`config.mk`:
```
export PLATFORM = sky130hd
export DESIGN_NAME = hjb_rem_unit
export DESIGN_NICKNAME = d
export VERILOG_FILES = /design/src/sv/hjb_pkg.sv /design/src/sv/hjb_rem_unit.sv
export SDC_FILE = /design/constraint.sdc
export NUM_CORES = 1
export LEC_CHECK = 0
export ABC_AREA = 1
export BUFFER_PORTS_ARGS = -buffer_cell sky130_fd_sc_hd__buf_2
export CAP_MARGIN = 0
export CORE_AREA = 10 10 47 49
export CTS_BUF_LIST = sky130_fd_sc_hd__clkbuf_8
export DETAILED_ROUTE_END_ITERATION = 12
export DIE_AREA = 0 0 57 59
export PLACE_DENSITY = 0.67
export SLEW_MARGIN = 0
export SYNTH_ARGS = -nofsm -noshare
export SYNTH_HDL_FRONTEND = slang
export SYNTH_SLANG_ARGS = --single-unit
```
`constraint.sdc`:
```
create_clock -name i_clk -period 0.8 [get_ports i_clk]
set_input_delay 0.08 -clock i_clk [delete_from_list [all_inputs] [get_ports i_clk]]
set_output_delay 0.08 -clock i_clk [all_outputs]
set_load 0.05 [all_outputs]
```
`src/sv/hjb_pkg.sv`:
```
`default_nettype none
// ----------------------------------------------------------------------------
// hjb_pkg
// Shared types, codes and default sizes for the hash join build/probe unit.
// ----------------------------------------------------------------------------
package hjb_pkg;

    // Default table geometry
    localparam int unsigned NB_BUCKETS_DEF   = 1024;
    localparam int unsigned BUCKET_DEPTH_DEF = 16;

    // Field widths
    localparam int unsigned OP_W     = 2;
    localparam int unsigned DATA_W   = 32;
    localparam int unsigned STATUS_W = 3;

    // Operation codes
    localparam logic [OP_W-1:0] OP_LOAD   = 2'd0;
    localparam logic [OP_W-1:0] OP_PROBE  = 2'd1;
    localparam logic [OP_W-1:0] OP_CLEAR  = 2'd2;
    localparam logic [OP_W-1:0] OP_UNUSED = 2'd3;

    // Result status codes
    localparam logic [STATUS_W-1:0] ST_MATCH   = 3'd0;
    localparam logic [STATUS_W-1:0] ST_LOADED  = 3'd1;
    localparam logic [STATUS_W-1:0] ST_FULL    = 3'd2;
    localparam logic [STATUS_W-1:0] ST_NOMATCH = 3'd3;
    localparam logic [STATUS_W-1:0] ST_CLEARED = 3'd4;

    // Input word
    typedef struct packed {
        logic [OP_W-1:0]   op;
        logic [DATA_W-1:0] tuple_key;
        logic [DATA_W-1:0] tuple_val;
    } t_in_word;

    // Result word
    typedef struct packed {
        logic [STATUS_W-1:0] status;
        logic [DATA_W-1:0]   build_key;
        logic [DATA_W-1:0]   build_val;
        logic [DATA_W-1:0]   probe_key;
        logic [DATA_W-1:0]   probe_val;
        logic                last;
    } t_out_word;

endpackage
`default_nettype wire

```
`src/sv/hjb_rem_unit.sv`:
```
`default_nettype none
// ----------------------------------------------------------------------------
// hjb_rem_unit
// Bucket index unit: remainder of a 32-bit join value by the bucket count.
// A power-of-two bucket count keeps the low bits (mask). Any other count holds
// the value, multiplies by a fixed-point reciprocal for the quotient, then
// subtracts quotient times count in the low bits.
// ----------------------------------------------------------------------------
module hjb_rem_unit #(
    parameter int unsigned NB_BUCKETS = hjb_pkg::NB_BUCKETS_DEF
) (
    input  wire logic                          i_clk,
    input  wire logic                          i_rst_n,
    input  wire logic                          i_start,
    input  wire logic [hjb_pkg::DATA_W-1:0]    i_val,
    output logic                               o_done,
    output logic [$clog2(NB_BUCKETS)-1:0]      o_rem
);

    localparam int unsigned BW = $clog2(NB_BUCKETS);

    generate
        if ((NB_BUCKETS & (NB_BUCKETS - 1)) == 0) begin : g_mask
            logic          r_done;
            logic [BW-1:0] r_rem;

            // Flag completion in the cycle after start
            always_ff @(posedge i_clk) begin
                if (!i_rst_n) begin
                    r_done <= 1'b0;
                end else begin
                    r_done <= i_start;
                end
            end

            // Keep the low bits of the value
            always_ff @(posedge i_clk) begin
                if (i_start) begin
                    r_rem <= i_val[BW-1:0];
                end
            end

            assign o_done = r_done;
            assign o_rem  = r_rem;
        end else begin : g_recip
            localparam int unsigned DW = hjb_pkg::DATA_W;
            localparam int unsigned PW = 2 * DW;
            // 2^(DW+BW)/NB_BUCKETS rounded up: bit DW is set, the low DW bits
            // give an exact quotient for every DW-bit value
            localparam logic [PW-1:0] M_FULL =
                ((PW'(1) << (DW + BW)) / PW'(NB_BUCKETS)) + PW'(1);
            localparam logic [DW-1:0] M_LO   = M_FULL[DW-1:0];
            localparam logic [BW-1:0] NB_LO  = BW'(NB_BUCKETS);

            logic [2:0]     r_step;
            logic           r_done;
            logic [DW-1:0]  r_x;
            logic [DW-1:0]  r_t;
            logic [DW-BW:0] r_q;
            logic [BW-1:0]  r_rem;
            logic [DW:0]    w_sum;
            logic [BW-1:0]  w_qn;

            // Quotient is (x + high half of x * reciprocal) >> BW
            assign w_sum = {1'b0, r_x} + {1'b0, r_t};
            assign w_qn  = r_q[BW-1:0] * NB_LO;

            // Advance the step flags; flag completion after the last step
            always_ff @(posedge i_clk) begin
                if (!i_rst_n) begin
                    r_step <= '0;
                    r_done <= 1'b0;
                end else begin
                    r_step <= {r_step[1:0], i_start};
                    r_done <= r_step[2];
                end
            end

            // Hold the value, then multiply, shift and subtract in turn
            always_ff @(posedge i_clk) begin
                if (i_start) begin
                    r_x <= i_val;
                end
                if (r_step[0]) begin
                    r_t <= DW'((PW'(r_x) * PW'(M_LO)) >> DW);
                end
                if (r_step[1]) begin
                    r_q <= w_sum[DW:BW];
                end
                if (r_step[2]) begin
                    r_rem <= r_x[BW-1:0] - w_qn;
                end
            end

            assign o_done = r_done;
            assign o_rem  = r_rem;
        end
    endgenerate

endmodule
`default_nettype wire

```
# Word-level counts from Yosys, hierarchy flattened
# Cells that the tools add are included.
[totals] regBits=11 in_bits=35 output_inout_bits=11 wordCells=2

# Logic depth before layout (Yosys ltp)
[depth] depth_word=0 depth_mapped=2 ltp_nobuf=2

# Worst setup path before layout
# OpenSTA, ideal clock, no wires.
[synth_timing] path_type="register to output" from="register g_mask.r_rem[0] (netlist: o_rem[0])" to="output o_rem[0]" arrival_ns=0.601 required_time_ns=0.720 slack_ns=0.119 path_stages_with_launch=1 n_path_buf=0 path_cell_list="edfxtp_1"
[synth_lines] item="start: declaration" line_no="hjb_rem_unit.sv:25" text="logic [BW-1:0] r_rem;"
[synth_lines] item="start signal: assignment" line_no="hjb_rem_unit.sv:39" text="r_rem <= i_val[BW-1:0];"
[synth_lines] item="end: declaration" line_no="hjb_rem_unit.sv:17" text="output logic [$clog2(NB_BUCKETS)-1:0] o_rem"
# No word-level cell between the ends.

# Worst setup path after layout
[layout_timing] from="register g_mask.r_rem[7] (netlist: o_rem[7])" to="output o_rem[7]"
# No word-level cell between the ends.

==> flow_summary.yaml <==
floorplan:
  die_area_sq_um: 3363
  die_h_microns: 59
  dieWidth_microns: 57
  start_util: 0.2339
  ios: 46
  num_rows: 14
  fp.coreArea_sq_um: 1401
final_layout:
  antenna_cells: 0
  utilization: 0.4125
  nFillCells: 135
  drive_gt1_frac: 0.6750
  fin_nets: 76
  area_delta_synth_final_pct: 76.34
outcome:
  status: "finished, violations left"
  violations: "setup timing"
global_routing:
  grt_max_degree: 12
  grt-ovfl-total: 0
  grt_usage: 0.04696
  antenna_found_initial: 0
  grt_pass1_vias: 236
  grt_pass1_wl_microns: 1138
hold_path:
  min_from: "i_val[5]"
  hp-class: "input pin to register"
  hold_path_end: "o_rem[5]"
  hold_depth: 1
setup_path:
  crit_required_ps: 720
  cp.arrival_ps: 790
  crit_buf_inv: 1
  max_stage_delay_ps: 390
  crit_path_end_kind: "output pin"
  cp-start-kind: "register"
  crit_chain: "buf_6"
  path_max_fanout: 1
  crit_family: "flip-flops"
  critPathKind: "register to output pin"
  critical_path.slowest_cell: "edfxtp_1"
synthesis:
  synth_top_area_share: 0.9160
  ys_ff_latch: 11
  synth.area.top_cells: "edfxtp_1 92%, dfxtp_1 6.1%, inv_1 1.1%"
  syn-num-nets: 48
  synth_commonest_cells: "10 x edfxtp_1, 1 x dfxtp_1, 1 x inv_1, 1 x nand2_1"
  synth.most_common_cell: "edfxtp_1"
  synth_edf_count: 10
  synthArstFlopShare: 0
  yosys.area.top_type: "edfxtp_1"
  synth_ff_type: "edfxtp_1"
  yosys_warnings: 0
  ys_types: 4
  synth_area_sq_um: 327.8
  synth_cells: 13
  synth.avg_cell_area_sq_um: 25.22
  seq_area_frac_synth: 0.9771
clock_network:
  ctsResizeCount: 22
  clkSlewWorstSetupHoldPaths_ps: 50
  ctsRootBufferMaster: "clkbuf_8"
  cts-htree-levels: 1
  post_cts_buffers: 0
  clock_sinks: 11
  tritoncts: "done"
  postCtsHoldBufs: 0
  clockBufferDepth: 2
  cts_buffers: 3
route:
  drc: 0
  drtAntennaViolNets: 0
  via_per_inst: 3.607
  drt_first_iter_violations: 0
  wl_per_cell_microns: 13.75
  vias: 202
  drt_first_pass_iters: 1
  drt-total-wl_microns: 770
run:
  maxCapViolations: 0
timing:
  period_share: 1.090
  finalHoldViolations: 0
  rsz0062_at_grt: "yes"
  min_period_ps: 871.7
  setup_viol: 10
  fmax_mhz: 1147
  relSlewSlack: 0.8427
  slew_viol_final: 0
  finalWorstSetupSlack_ps: -71.69
  tightestPinTransition_ps: 235.9
pwr:
  power.density_nw_per_um2: 2620
  power.leakage_nw: 0.2572
  peakVddDrop_uv: 1094
  total_power_mw: 1.514
placement:
  port_buffers: 23
  gp_congestion: 0.5783
[cell usage in the layout, fill, tap and decap left out]
cell type / n
buf_2: 12
dfxtp_2: 1
nand2_1: 1
inv_1: 2
edfxtp_1: 10
buf_6: 11
clkbuf_8: 3
[sequential cells by signal, summed over array words and instances (netlist names)]
register	flops
o_done	1
o_rem	10
[per-layer routing]
metal,vias up,track usage,wire length (microns),part of all wire
li1,101,-,-,-
met1,84,0.04831,326,0.42
met2,15,0.05736,336,0.44
met3,2,0.03433,99,0.13
met4,0,0.05034,7,0.0091
met5,-,0,0,0
[metrics by stage]
| stage | instances | hold WS [ps] | setup WS (ps) | TNS (ps) | instance area [sq um] |
|---|---|---|---|---|---|
| floorplan | 13 | 173.5 | 119.4 | 0 | 327.8 |
| global placement | 52 | 257.5 | 158.9 | 0 | 462.9 |
| detailed placement | 52 | 258.1 | 137.2 | 0 | 462.9 |
| CTS | 56 | 11.08 | -90.48 | -663.8 | 576.8 |
| global route | 56 | 8.405 | -112.3 | -828.7 | 578.1 |
| finish | 56 | 18.34 | -71.69 | -543.4 | 578.1 |
[power by group]
| group | switching, mW | internal [mW] | total [mW] |
|---|---|---|---|
| combinational | 0.186 | 0.0997 | 0.285 |
| sequential | 0.0185 | 0.678 | 0.697 |
| clock | 0.196 | 0.336 | 0.532 |
[how the worst max path moves through the flow]
stage	start	endpoint	cells past startpoint
floorplan	o_rem[0]	o_rem[0]	0
global placement	o_rem[7]	o_rem[7]	1
detailed placement	o_rem[7]	o_rem[7]	1
CTS	o_rem[7]	o_rem[7]	1
global route	o_rem[1]	o_rem[1]	1
finish	o_rem[7]	o_rem[7]	1
[cell type report]
type	instances	area (sq um)	area share
Timing Repair Buffer	23	183.9	0.3182
Clock inverter	1	3.754	0.006494
Inverter	1	3.754	0.006494
Sequential cell	11	321.6	0.5563
Multi-Input combinational cell	1	3.754	0.006494
Tap cell	16	20.02	0.03463
Clock buffer	3	41.29	0.07143
[kinds of logic after synthesis]
logic type             Yosys count  synth area share
flip-flops                      11            0.9771
buffers and inverters            1           0.01144
AND/OR/NAND/NOR                  1           0.01144
(Power assumes the default switching activity.)
